## config.mk

```make
export PLATFORM = sky130hd
export DESIGN_NAME = edf_periodic_task_scheduler
export DESIGN_NICKNAME = d
export VERILOG_FILES = /design/src/rtl/core/edf_pkg.sv /design/src/rtl/core/edf_periodic_task_scheduler.sv
export SDC_FILE = /design/constraint.sdc
export NUM_CORES = 2
export LEC_CHECK = 0
export BUFFER_PORTS_ARGS = -buffer_cell sky130_fd_sc_hd__clkbuf_2
export CAP_MARGIN = 20
export CORE_ASPECT_RATIO = 1.75
export CORE_MARGIN = 2
export CORE_UTILIZATION = 42
export DETAILED_ROUTE_END_ITERATION = 8
export GPL_TIMING_DRIVEN = 0
export SETUP_SLACK_MARGIN = 0.4
export SLEW_MARGIN = 20
export SYNTH_ARGS = -nofsm -noshare
export SYNTH_HDL_FRONTEND = slang
export SYNTH_SLANG_ARGS = --single-unit
```

## constraint.sdc

```tcl
create_clock -name clk -period 13.1 [get_ports clk]
set_input_delay 1.965 -clock clk [delete_from_list [all_inputs] [get_ports clk]]
set_output_delay 1.965 -clock clk [all_outputs]
set_load 0.05 [all_outputs]
```

## src/rtl/core/edf_pkg.sv

```systemverilog
// Package with the shared constants and types of the EDF periodic task scheduler.
`default_nettype none

package edf_pkg;

    localparam int MAX_TASKS = 8;
    localparam int SLOT_W = $clog2(MAX_TASKS);
    localparam int LANE_W = $clog2(MAX_TASKS + 1);

    localparam logic [LANE_W-1:0] MAX_LANES = LANE_W'(MAX_TASKS);
    localparam logic [31:0] U32_MAX = 32'hFFFF_FFFF;
    localparam logic [15:0] U16_MAX = 16'hFFFF;

    typedef enum logic [1:0] {
        CMD_LOAD  = 2'd0,
        CMD_TICK  = 2'd1,
        CMD_QUERY = 2'd2,
        CMD_NOP   = 2'd3
    } cmd_t;

    typedef enum logic [2:0] {
        ST_IDLE,
        ST_SCAN,
        ST_RUN,
        ST_WAIT,
        ST_BOUND,
        ST_DONE,
        ST_FINISH
    } state_t;

    localparam logic REG_ACTIVE_TASKS = 1'b0;

endpackage

`default_nettype wire

```

## src/rtl/core/edf_periodic_task_scheduler.sv

```systemverilog
// Top level of the EDF periodic task scheduler: sequencer, task tables and APB register.
//
// Channel   Direction  Handshake           Payload
// input     in         in_valid/in_stall   cmd, task_slot, exec_time, period_len, job_count
// output    out        out_valid/out_stall run_valid .. jobs_ended
// config    APB        psel/penable        active_tasks at byte address 0
//
// A tick makes one pass over the active slots for the deadline scan, one for waiting time
// and release checks, with a WAIT and a BOUND state per slot, and one for the completion
// check, all through one shared compare and add path. A load, a query or a no-operation
// command makes only the completion pass.
// Reset is asynchronous, clears the ready bits, time and miss count, and sets the register to one.
// The block accepts a new command while a result still waits under stall.
`default_nettype none

module edf_periodic_task_scheduler
    import edf_pkg::*;
(
    input  wire logic          clk,
    input  wire logic          rst_n,

    input  wire logic          psel,
    input  wire logic          penable,
    input  wire logic          pwrite,
    input  wire logic [2:0]    paddr,
    input  wire logic [31:0]   pwdata,
    output logic [31:0]        prdata,
    output logic               pready,

    input  wire logic          in_valid,
    output logic               in_stall,
    input  wire logic [1:0]    cmd,
    input  wire logic [2:0]    task_slot,
    input  wire logic [15:0]   exec_time,
    input  wire logic [15:0]   period_len,
    input  wire logic [15:0]   job_count,

    output logic               out_valid,
    input  wire logic          out_stall,
    output logic               run_valid,
    output logic [2:0]         run_slot,
    output logic               job_finished,
    output logic [7:0]         miss_mask,
    output logic [31:0]        miss_total,
    output logic               all_done,
    output logic [31:0]        now_time,
    output logic [31:0]        wait_total,
    output logic [15:0]        jobs_ended
);

    state_t state_reg, state_next;

    logic [LANE_W-1:0]    cnt_reg;
    logic [3:0]           active_reg;
    logic [MAX_TASKS-1:0] ready_reg;
    logic [31:0]          time_reg;
    logic [31:0]          miss_reg;
    logic                 out_valid_reg;

    logic [15:0] exec_reg     [MAX_TASKS];
    logic [15:0] period_reg   [MAX_TASKS];
    logic [15:0] count_reg    [MAX_TASKS];
    logic [15:0] remain_reg   [MAX_TASKS];
    logic [31:0] deadline_reg [MAX_TASKS];
    logic [31:0] release_reg  [MAX_TASKS];
    logic [15:0] releases_reg [MAX_TASKS];
    logic [31:0] wait_reg     [MAX_TASKS];
    logic [15:0] ended_reg    [MAX_TASKS];

    logic              found_reg;
    logic [SLOT_W-1:0] run_reg;
    logic [31:0]       best_reg;
    logic              fin_reg;
    logic [7:0]        mask_reg;
    logic              adv_reg;
    logic              hit_reg;
    logic              done_reg;
    logic [31:0]       qwait_reg;
    logic [15:0]       qended_reg;

    logic              o_run_valid_reg;
    logic [2:0]        o_run_slot_reg;
    logic              o_fin_reg;
    logic [7:0]        o_mask_reg;
    logic [31:0]       o_miss_reg;
    logic              o_done_reg;
    logic [31:0]       o_time_reg;
    logic [31:0]       o_wait_reg;
    logic [15:0]       o_ended_reg;

    logic              in_fire;
    logic              out_fire;
    logic              cfg_write;
    logic [LANE_W-1:0] lanes;
    logic              loop_more;
    logic [SLOT_W-1:0] ai;
    logic [32:0]       release_sum;
    logic [31:0]       release_new;
    logic [32:0]       load_sum;
    logic [31:0]       load_deadline;

    assign pready    = 1'b1;
    assign cfg_write = psel && penable && pwrite && pready && (paddr[2] == REG_ACTIVE_TASKS);
    assign prdata    = (paddr[2] == REG_ACTIVE_TASKS) ? {28'd0, active_reg} : 32'd0;

    assign in_stall  = (state_reg != ST_IDLE);
    assign in_fire   = in_valid && !in_stall;
    assign out_fire  = (state_reg == ST_FINISH) && (!out_valid_reg || !out_stall);

    assign lanes     = (int'(active_reg) > MAX_TASKS) ? MAX_LANES : LANE_W'(active_reg);
    assign loop_more = (cnt_reg < lanes);

    always_comb
    begin
        case (state_reg)
            ST_IDLE: ai = SLOT_W'(task_slot);
            ST_RUN:  ai = run_reg;
            default: ai = cnt_reg[SLOT_W-1:0];
        endcase
    end

    assign release_sum   = {1'b0, release_reg[ai]} + {17'd0, period_reg[ai]};
    assign release_new   = release_sum[32] ? U32_MAX : release_sum[31:0];
    assign load_sum      = {1'b0, time_reg} + {17'd0, period_len};
    assign load_deadline = load_sum[32] ? U32_MAX : load_sum[31:0];

    always_comb
    begin
        state_next = state_reg;
        case (state_reg)
            ST_IDLE:
            begin
                if (in_fire)
                begin
                    state_next = (cmd_t'(cmd) == CMD_TICK) ? ST_SCAN : ST_DONE;
                end
            end
            ST_SCAN:   state_next = loop_more ? ST_SCAN : ST_RUN;
            ST_RUN:    state_next = ST_WAIT;
            ST_WAIT:   state_next = loop_more ? ST_BOUND : ST_DONE;
            ST_BOUND:  state_next = ST_WAIT;
            ST_DONE:   state_next = loop_more ? ST_DONE : ST_FINISH;
            ST_FINISH: state_next = out_fire ? ST_IDLE : ST_FINISH;
            default:   state_next = ST_IDLE;
        endcase
    end

    always_ff @(posedge clk or negedge rst_n)
    begin
        if (!rst_n)
        begin
            state_reg     <= ST_IDLE;
            cnt_reg       <= '0;
            active_reg    <= 4'd1;
            ready_reg     <= '0;
            time_reg      <= '0;
            miss_reg      <= '0;
            out_valid_reg <= 1'b0;
        end
        else
        begin
            state_reg <= state_next;
            if (cfg_write)
            begin
                active_reg <= pwdata[3:0];
            end
            if (out_fire)
            begin
                out_valid_reg <= 1'b1;
            end
            else if (!out_stall)
            begin
                out_valid_reg <= 1'b0;
            end
            case (state_reg)
                ST_IDLE:
                begin
                    cnt_reg <= '0;
                    if (in_fire && (cmd_t'(cmd) == CMD_LOAD))
                    begin
                        ready_reg[ai] <= 1'b1;
                    end
                end
                ST_SCAN:
                begin
                    cnt_reg <= loop_more ? cnt_reg + LANE_W'(1) : '0;
                end
                ST_RUN:
                begin
                    if (found_reg && (remain_reg[ai] <= 16'd1))
                    begin
                        ready_reg[ai] <= 1'b0;
                    end
                    if (time_reg != U32_MAX)
                    begin
                        time_reg <= time_reg + 32'd1;
                    end
                end
                ST_WAIT:
                begin
                    if (!loop_more)
                    begin
                        cnt_reg <= '0;
                    end
                end
                ST_BOUND:
                begin
                    if (hit_reg)
                    begin
                        if (ready_reg[ai] && (miss_reg != U32_MAX))
                        begin
                            miss_reg <= miss_reg + 32'd1;
                        end
                        ready_reg[ai] <= (releases_reg[ai] < count_reg[ai]);
                    end
                    cnt_reg <= cnt_reg + LANE_W'(1);
                end
                ST_DONE:
                begin
                    if (loop_more)
                    begin
                        cnt_reg <= cnt_reg + LANE_W'(1);
                    end
                end
                default:
                begin
                    cnt_reg <= '0;
                end
            endcase
        end
    end

    always_ff @(posedge clk)
    begin
        case (state_reg)
            ST_IDLE:
            begin
                if (in_fire)
                begin
                    found_reg  <= 1'b0;
                    fin_reg    <= 1'b0;
                    mask_reg   <= '0;
                    done_reg   <= 1'b1;
                    qwait_reg  <= '0;
                    qended_reg <= '0;
                    run_reg    <= '0;
                    case (cmd_t'(cmd))
                        CMD_LOAD:
                        begin
                            exec_reg[ai]     <= exec_time;
                            period_reg[ai]   <= period_len;
                            count_reg[ai]    <= job_count;
                            remain_reg[ai]   <= exec_time;
                            deadline_reg[ai] <= load_deadline;
                            release_reg[ai]  <= load_deadline;
                            releases_reg[ai] <= 16'd1;
                            wait_reg[ai]     <= '0;
                            ended_reg[ai]    <= '0;
                        end
                        CMD_QUERY:
                        begin
                            qwait_reg  <= wait_reg[ai];
                            qended_reg <= ended_reg[ai];
                        end
                        default:
                        begin
                        end
                    endcase
                end
            end
            ST_SCAN:
            begin
                if (loop_more && ready_reg[ai] && (!found_reg || (deadline_reg[ai] <= best_reg)))
                begin
                    found_reg <= 1'b1;
                    run_reg   <= ai;
                    best_reg  <= deadline_reg[ai];
                end
            end
            ST_RUN:
            begin
                adv_reg <= (time_reg != U32_MAX);
                if (found_reg)
                begin
                    if (remain_reg[ai] <= 16'd1)
                    begin
                        remain_reg[ai] <= exec_reg[ai];
                        if (ended_reg[ai] != U16_MAX)
                        begin
                            ended_reg[ai] <= ended_reg[ai] + 16'd1;
                        end
                        fin_reg <= 1'b1;
                    end
                    else
                    begin
                        remain_reg[ai] <= remain_reg[ai] - 16'd1;
                    end
                end
            end
            ST_WAIT:
            begin
                if (loop_more)
                begin
                    if (ready_reg[ai] && !(found_reg && (ai == run_reg))
                        && (wait_reg[ai] != U32_MAX))
                    begin
                        wait_reg[ai] <= wait_reg[ai] + 32'd1;
                    end
                    hit_reg <= adv_reg && (time_reg == release_reg[ai]);
                end
            end
            ST_BOUND:
            begin
                if (hit_reg)
                begin
                    if (ready_reg[ai])
                    begin
                        mask_reg[ai]   <= 1'b1;
                        remain_reg[ai] <= exec_reg[ai];
                        if (ended_reg[ai] != U16_MAX)
                        begin
                            ended_reg[ai] <= ended_reg[ai] + 16'd1;
                        end
                    end
                    if (releases_reg[ai] < count_reg[ai])
                    begin
                        releases_reg[ai] <= releases_reg[ai] + 16'd1;
                        release_reg[ai]  <= release_new;
                        deadline_reg[ai] <= release_new;
                    end
                end
            end
            ST_DONE:
            begin
                if (loop_more && (ready_reg[ai] || (ended_reg[ai] != count_reg[ai])))
                begin
                    done_reg <= 1'b0;
                end
            end
            ST_FINISH:
            begin
                if (out_fire)
                begin
                    o_run_valid_reg <= found_reg;
                    o_run_slot_reg  <= 3'(run_reg);
                    o_fin_reg       <= fin_reg;
                    o_mask_reg      <= mask_reg;
                    o_miss_reg      <= miss_reg;
                    o_done_reg      <= done_reg;
                    o_time_reg      <= time_reg;
                    o_wait_reg      <= qwait_reg;
                    o_ended_reg     <= qended_reg;
                end
            end
            default:
            begin
            end
        endcase
    end

    assign out_valid    = out_valid_reg;
    assign run_valid    = o_run_valid_reg;
    assign run_slot     = o_run_slot_reg;
    assign job_finished = o_fin_reg;
    assign miss_mask    = o_mask_reg;
    assign miss_total   = o_miss_reg;
    assign all_done     = o_done_reg;
    assign now_time     = o_time_reg;
    assign wait_total   = o_wait_reg;
    assign jobs_ended   = o_ended_reg;

    // A transfer in always leaves the block busy in the next cycle.
    assert property (@(posedge clk) disable iff (!rst_n) in_fire |=> in_stall)
        else $error("block took a command but did not go busy");

    // A job can only finish on a tick at which a task ran.
    assert property (@(posedge clk) disable iff (!rst_n)
        (out_valid && job_finished) |-> run_valid)
        else $error("job finished without a running task");

    // The miss count never goes backwards.
    assert property (@(posedge clk) disable iff (!rst_n) 1'b1 |=> (miss_reg >= $past(miss_reg)))
        else $error("miss count decreased");

    // The slot loop counter never passes the number of slots.
    assert property (@(posedge clk) disable iff (!rst_n) cnt_reg <= MAX_LANES)
        else $error("slot counter out of range");

endmodule

`default_nettype wire

```

# After elaboration in Yosys (flattened, before gate mapping)
# Memory sizes are Yosys's and may differ from the RTL's.
# Cells that the tools add are included.
dict set report totals {
  register_bits 306
  ramBits 1536
  in_bits 95
  output_inout_bits 161
  mem_count 9
}
dict set report classes {
  addsub 9
  magnitude_cmp 7
  n_eq_ne 27
  mux 85
  bitwise 15
  n_reduce_logical 45
}
# memory words width rd rd_ports_with_merged_regs write_ports line
set mem_list {}
lappend mem_list {deadline_reg 8 32 1 0 1 edf_periodic_task_scheduler.sv:64} ;# logic [31:0] deadline_reg [MAX_TASKS];
lappend mem_list {release_reg 8 32 1 0 1 edf_periodic_task_scheduler.sv:65} ;# logic [31:0] release_reg [MAX_TASKS];
lappend mem_list {wait_reg 8 32 1 0 1 edf_periodic_task_scheduler.sv:67} ;# logic [31:0] wait_reg [MAX_TASKS];
lappend mem_list {count_reg 8 16 1 0 1 edf_periodic_task_scheduler.sv:62} ;# logic [15:0] count_reg [MAX_TASKS];
lappend mem_list {ended_reg 8 16 1 0 1 edf_periodic_task_scheduler.sv:68} ;# logic [15:0] ended_reg [MAX_TASKS];
lappend mem_list {exec_reg 8 16 1 0 1 edf_periodic_task_scheduler.sv:60} ;# logic [15:0] exec_reg [MAX_TASKS];
lappend mem_list {{+3 memories} n/a n/a n/a n/a n/a n/a}
# operator n
set op_table {}
lappend op_table {{32-bit 2-to-1 mux} 5}
lappend op_table {{32-bit by 1-bit adder with 32-bit output, second input constant} 3}
lappend op_table {{16-bit 2-to-1 mux} 6}
lappend op_table {{32-bit != test, second input constant} 3}
lappend op_table {{32-bit by 16-bit adder with 33-bit output} 2}
lappend op_table {{8-bit 2-to-1 mux} 6}
lappend op_table {{1-bit 2-to-1 mux} 44}
lappend op_table {{16-bit by 1-bit adder with 16-bit output, second input constant} 2}
lappend op_table {{32-bit == test} 1}
lappend op_table {{32-bit <= comparator} 1}
lappend op_table {{8-bit case mux with 3 select lines} 1}
lappend op_table {{2-bit != test, second input constant} 11}
lappend op_table {{4-bit 2-to-1 mux} 5}
lappend op_table {{4-bit case mux with 5 select lines} 1}
lappend op_table {{3-bit case mux with 6 select lines} 1}
lappend op_table {{16-bit by 1-bit <= comparator with 1-bit output, second input constant} 1}
lappend op_table {{1-bit logical AND} 16}
lappend op_table {{16-bit < comparator} 1}
lappend op_table {{16-bit != test} 1}
lappend op_table {{16-bit != test, second input constant} 1}
lappend op_table {{8-bit bitwise OR} 2}
lappend op_table {{8-bit case mux with 2 select lines} 1}
lappend op_table {{16-bit by 1-bit subtractor with 16-bit output, second input constant} 1}
lappend op_table {{3-bit 2-to-1 mux} 5}
lappend op_table {{32 further kinds} 67}

# Depth between registers and ports, before layout
dict set report logic_depth {
  ltp_word 12
  depth_mapped 28
  depth_no_buf 18
}

# Worst setup path after synthesis
# Ideal clock, no wire load.
dict set report synth_timing {
  path_kind {input port to flip-flop}
  startpoint {input port out_stall}
  endpoint {register o_done_reg, in the netlist all_done (enable)}
  arrival_ps 8052
  t_required_ps 12447
  slack_ps 4395
  stages 1
  path_buffers 0
  path_cell_list {a21oi_1}
}
dict set report synth_via {
  elab_chain_cells 4
}
# element line
set synth_lines {}
lappend synth_lines {{start: declaration} edf_periodic_task_scheduler.sv:39} ;# input wire logic out_stall,
lappend synth_lines {{1-bit logical NOT} n/a}
lappend synth_lines {{1-bit logical OR} edf_periodic_task_scheduler.sv:108} ;# assign out_fire = (state_reg == ST_FINISH) && (!out_valid_reg || !out_stall);
lappend synth_lines {{1-bit logical AND} edf_periodic_task_scheduler.sv:108}
lappend synth_lines {{2-bit AND reduction (no line)} n/a}
lappend synth_lines {{end signal: assignment} edf_periodic_task_scheduler.sv:349} ;# o_done_reg <= done_reg;
lappend synth_lines {{end: declaration} edf_periodic_task_scheduler.sv:86} ;# logic o_done_reg;
# Every way passes these cells.
# A chain may end at the register's enable or synchronous reset.

# Worst setup path in the final report
dict set report layout_timing {
  startpoint {input port task_slot[1]}
  endpoint {memory release_reg[0][26] (data pin)}
}
dict set report layout_via {
  elab_chain_cells 8
}
# element line
set layout_lines {}
lappend layout_lines {{start: declaration} edf_periodic_task_scheduler.sv:33} ;# input wire logic [2:0] task_slot,
lappend layout_lines {{3-bit case mux with 2 select lines (*)} edf_periodic_task_scheduler.sv:115} ;# case (state_reg)
lappend layout_lines {{memory read 8 x 16 bit (on tied branches)} n/a}
lappend layout_lines {{16-bit < comparator} edf_periodic_task_scheduler.sv:325} ;# if (releases_reg[ai] < count_reg[ai])
lappend layout_lines {{1-bit 2-to-1 mux} edf_periodic_task_scheduler.sv:325}
lappend layout_lines {{1-bit 2-to-1 mux} edf_periodic_task_scheduler.sv:314} ;# if (hit_reg)
lappend layout_lines {{1-bit 2-to-1 mux} edf_periodic_task_scheduler.sv:235} ;# case (state_reg)
lappend layout_lines {{1-bit 2-to-1 mux (implied by the code)} edf_periodic_task_scheduler.sv:328} ;# release_reg[ai] <= release_new;
lappend layout_lines {{32-bit 2-to-1 mux (no line) (*)} n/a}
lappend layout_lines {{end: declaration} edf_periodic_task_scheduler.sv:65}
# Mark *: on every way between the ends. The rest lies on a longest branch, timed or not.

==> impl_metrics.yaml <==
synthesis:
  yosys.area_share.xor_xnor_pct: 2.86
  synth_compound_area_share_pct: 10.2
  synth_edf_count: 1502
  syn_area_sq_mm: 0.0665
  synth_seq_cells: 1586
  yosys.area_share.adder_pct: 1.75
  synth_top_family_by_area: "compound AO/OA/AOI/OAI gates"
  yosysSeqAreaShare_pct: 71.0
  yosysUniqueCellTypes: 104
  ys_async_sr_fraction_pct: 5.30
  synthCells: 4458
  synthMuxAreaShare_pct: 3.36
  yosysWarnings: 0
  ys.flop_type: "edfxtp_1"
  synth_simple_gate_area_share_pct: 7.80
  synth.avg_cell_area_sq_um: 14.9
worst_hold_path:
  holdCritPathClass: "flip-flop to flip-flop"
worst_setup_path:
  path_class: "primary input to flip-flop"
  end_kind: "flip-flop"
  critPathRequiredTime_ns: 13.50
  startpoint_type: "primary input"
  cp_max_fo: 10
  critical_path_arrival_ns: 11.37
sta:
  setup_tns_ns: 0
  drv_slew: 0
  setup_viol: 0
  fmax_mhz: 91.2
  hold_violations: 0
  fin_ws_ns: 2.13
  post-route-period-util_pct: 83.7
  min_period_ns: 10.97
  grt_setup_unrepaired: "no"
  whs_ns: 0.414
  worst_pin_slew_ns: 1.29
  clock_skew_ns: 0.113
  slew_headroom_pct: 13.8
route:
  drt_iter0_drc: 5140
  dr_total_vias: 44100
  drc: 0
  wl_um: 241000
  wl_per_cell_um: 34.0
  drtAntennaViolNets: 0
  via_per_inst: 6.23
  dr.pass1.iters: 7
global_route:
  grt_pass1_wl_um: 331000
  grt.total_usage_pct: 29.2
  grt_pass1_vias: 43200
  grt_overflow: 0
  grt_start_max_net_pins: 77
  antenna_found_initial: 14
final_layout:
  layout.cells.non_filler: 7085
  final_layout_size_suffix_gt1_share_pct: 17.6
  syn_to_final_growth_pct: 16.6
  final_nets: 5108
  num-fill-cells: 13300
  final_util_pct: 49.1
run_status:
  status: "finished clean"
floorplanning:
  start_util_pct: 42.1
  ios: 256
  die_y_um: 530
  coreArea_sq_mm: 0.158
  die-area_sq_mm: 0.162
  rows: 193
  die_x_um: 305
clock_tree:
  cts_buffers: 151
  cts_tree: "yes"
  cts_buffer_depth: 4
  clock_latency_ns: 0.85
  ctsHoldBuffers: 0
  cts_repair_resize_count: 0
  clkSlewWorstSetupHoldPaths_ns: 0.07
  post_cts.repair.setup_buffers: 0
  cts_sinks: 1586
  cts-root-buf: "clkbuf_16"
  ctsHtreeMaxLevel: 4
pwr:
  leakage_nw: 26.3
  ir_drop_mv: 0.153
  power_density_mw_per_mm2: 275
place:
  place.gp.congestion: 0.979
  io_buffers: 196
  dpl_worst_slack_ns: 1.54
  dp_hpwl_um: 170000
  placedCellCount: 6814
flow_run:
  drv_cap: 0
-- stage by stage --
step	total power [mW]	instance area [sq um]
after floorplan	12.3	66600
after global placement	16.4	70100
after detailed placement	16.6	72600
after CTS	21.0	77400
after global routing	21.8	77400
final	21.3	77500
-- area by class of cell --
| cell class | instances | area, sq um | share of cell area, % |
|---|---|---|---|
| timing repair buffer | 283 | 3060 | 3.95 |
| buffer | 273 | 1670 | 2.15 |
| tap | 2047 | 2560 | 3.31 |
| multi-input combinational | 2540 | 17800 | 23.0 |
| clock inverter | 79 | 841 | 1.09 |
| inverter | 86 | 325 | 0.420 |
| antenna | 7 | 17.5 | 0.0226 |
| sequential | 1586 | 47200 | 60.9 |
| clock buffer | 184 | 3980 | 5.13 |
-- layout by cell type, fill, tap and decap left out, types with 59 or more instances in the layout --
cell,n
edfxtp_1,1502
nand2_1,352
clkbuf_2,213
nor2_1,183
clkbuf_16,153
a21oi_1,142
nand3_1,134
o22ai_1,131
xnor2_1,124
a22oi_1,106
mux2i_1,103
clkbuf_1,96
xor2_1,93
ha_1,90
o211ai_1,86
buf_4,85
inv_1,85
o21ai_0,83
dfrtp_1,83
nor3_1,71
buf_2,60
mux2_2,60
nand4_1,59
-- logic make-up after synthesis --
| group | after synthesis |
|---|---|
| fa+ha+maj | 92 |
| other cells | 2 |
| simple gates | 1065 |
| flops | 1586 |
| mux | 189 |
| buf+inv | 359 |
| xor+xnor | 217 |
| compound gates | 948 |
-- worst max-delay path, stage by stage --
cell and delay [ns]:
clkbuf_2 0.15, mux2_4 0.38, o21ai_4 0.42, buf_4 0.33
buf_4 0.34, buf_2 0.61, buf_2 0.66, buf_2 0.54
buf_1 0.67, buf_1 0.70, nand2_1 0.12, nand3_1 0.11
o211ai_1 0.11, a21oi_1 0.43, ha_1 0.28, fa_1 0.26
a211oi_1 0.10, o21bai_1 0.21, or4_1 0.16, a41oi_1 0.20
nor3_1 0.30, a31oi_1 0.30, nor4_2 0.59, a21oi_1 0.16
buf_4 0.23, buf_6 0.16, a22oi_1 0.79
-- layer usage --
layer / track usage, % / share of wire [%] / up-vias / wire [um]
li1: - / - / 18300 / -
met1: 31.4 / 33 / 22300 / 79100
met2: 50.4 / 49 / 2698 / 118000
met3: 5.38 / 8.4 / 870 / 20100
met4: 23.9 / 9.8 / 4 / 23600
met5: 0 / 0.011 / - / 27
-- worst paths after layout --
kind	from	endpoint	slack (ns)	cells past startpoint
max in group asynchronous	rst_n	miss_reg[10]	11.41	2
worst max-delay path	task_slot[1]	release_reg[0][26]	2.13	27
worst min register to register	qwait_reg[31]	wait_total[31]	0.41	0
worst min-delay path	qwait_reg[31]	wait_total[31]	0.41	0
worst max register to register	state_reg[1]	release_reg[0][26]	2.79	27
min in group asynchronous	rst_n	time_reg[5]	1.02	1
-- cells in the mapped netlist, types with 13 or more instances --
cell / instances / area share, %
edfxtp_1: 1502 / 68
nand2_1: 352 / 2.0
nor2_1: 219 / 1.2
a21oi_1: 152 / 1.1
nand3_1: 134 / 1.0
o22ai_1: 131 / 1.2
xnor2_1: 124 / 1.6
a22oi_1: 106 / 1.2
mux2i_1: 103 / 1.6
xor2_1: 93 / 1.2
ha_1: 90 / 1.7
inv_1: 86 / 0.49
o211ai_1: 86 / 0.97
clkbuf_1: 85 / 0.48
o21ai_0: 84 / 0.63
dfrtp_1: 83 / 3.1
buf_4: 82 / 0.93
nor3_1: 77 / 0.58
mux2_2: 60 / 1.0
nand4_1: 59 / 0.56
buf_2: 57 / 0.43
nor2b_1: 43 / 0.40
a221oi_1: 41 / 0.54
and3_1: 41 / 0.39
a21o_1: 34 / 0.38
a211oi_1: 32 / 0.36
o221ai_1: 29 / 0.38
buf_6: 26 / 0.44
o21a_1: 26 / 0.29
a31oi_1: 25 / 0.24
nor4_1: 25 / 0.24
a22o_1: 20 / 0.26
a32oi_1: 20 / 0.26
buf_1: 19 / 0.11
mux4_2: 19 / 0.64
o31ai_1: 18 / 0.20
or3_1: 18 / 0.17
and2_1: 17 / 0.16
a221o_1: 15 / 0.23
nand2b_1: 15 / 0.14
o22a_1: 13 / 0.17
o2bb2ai_1: 13 / 0.17
-- where the power goes --
group / switching, mW / internal, mW
clock network: 1.95 / 2.48
registers: 0.110 / 6.13
logic: 7.58 / 3.06
total: 9.65 / 11.7
No activity file was read; power rests on OpenSTA's default activity.
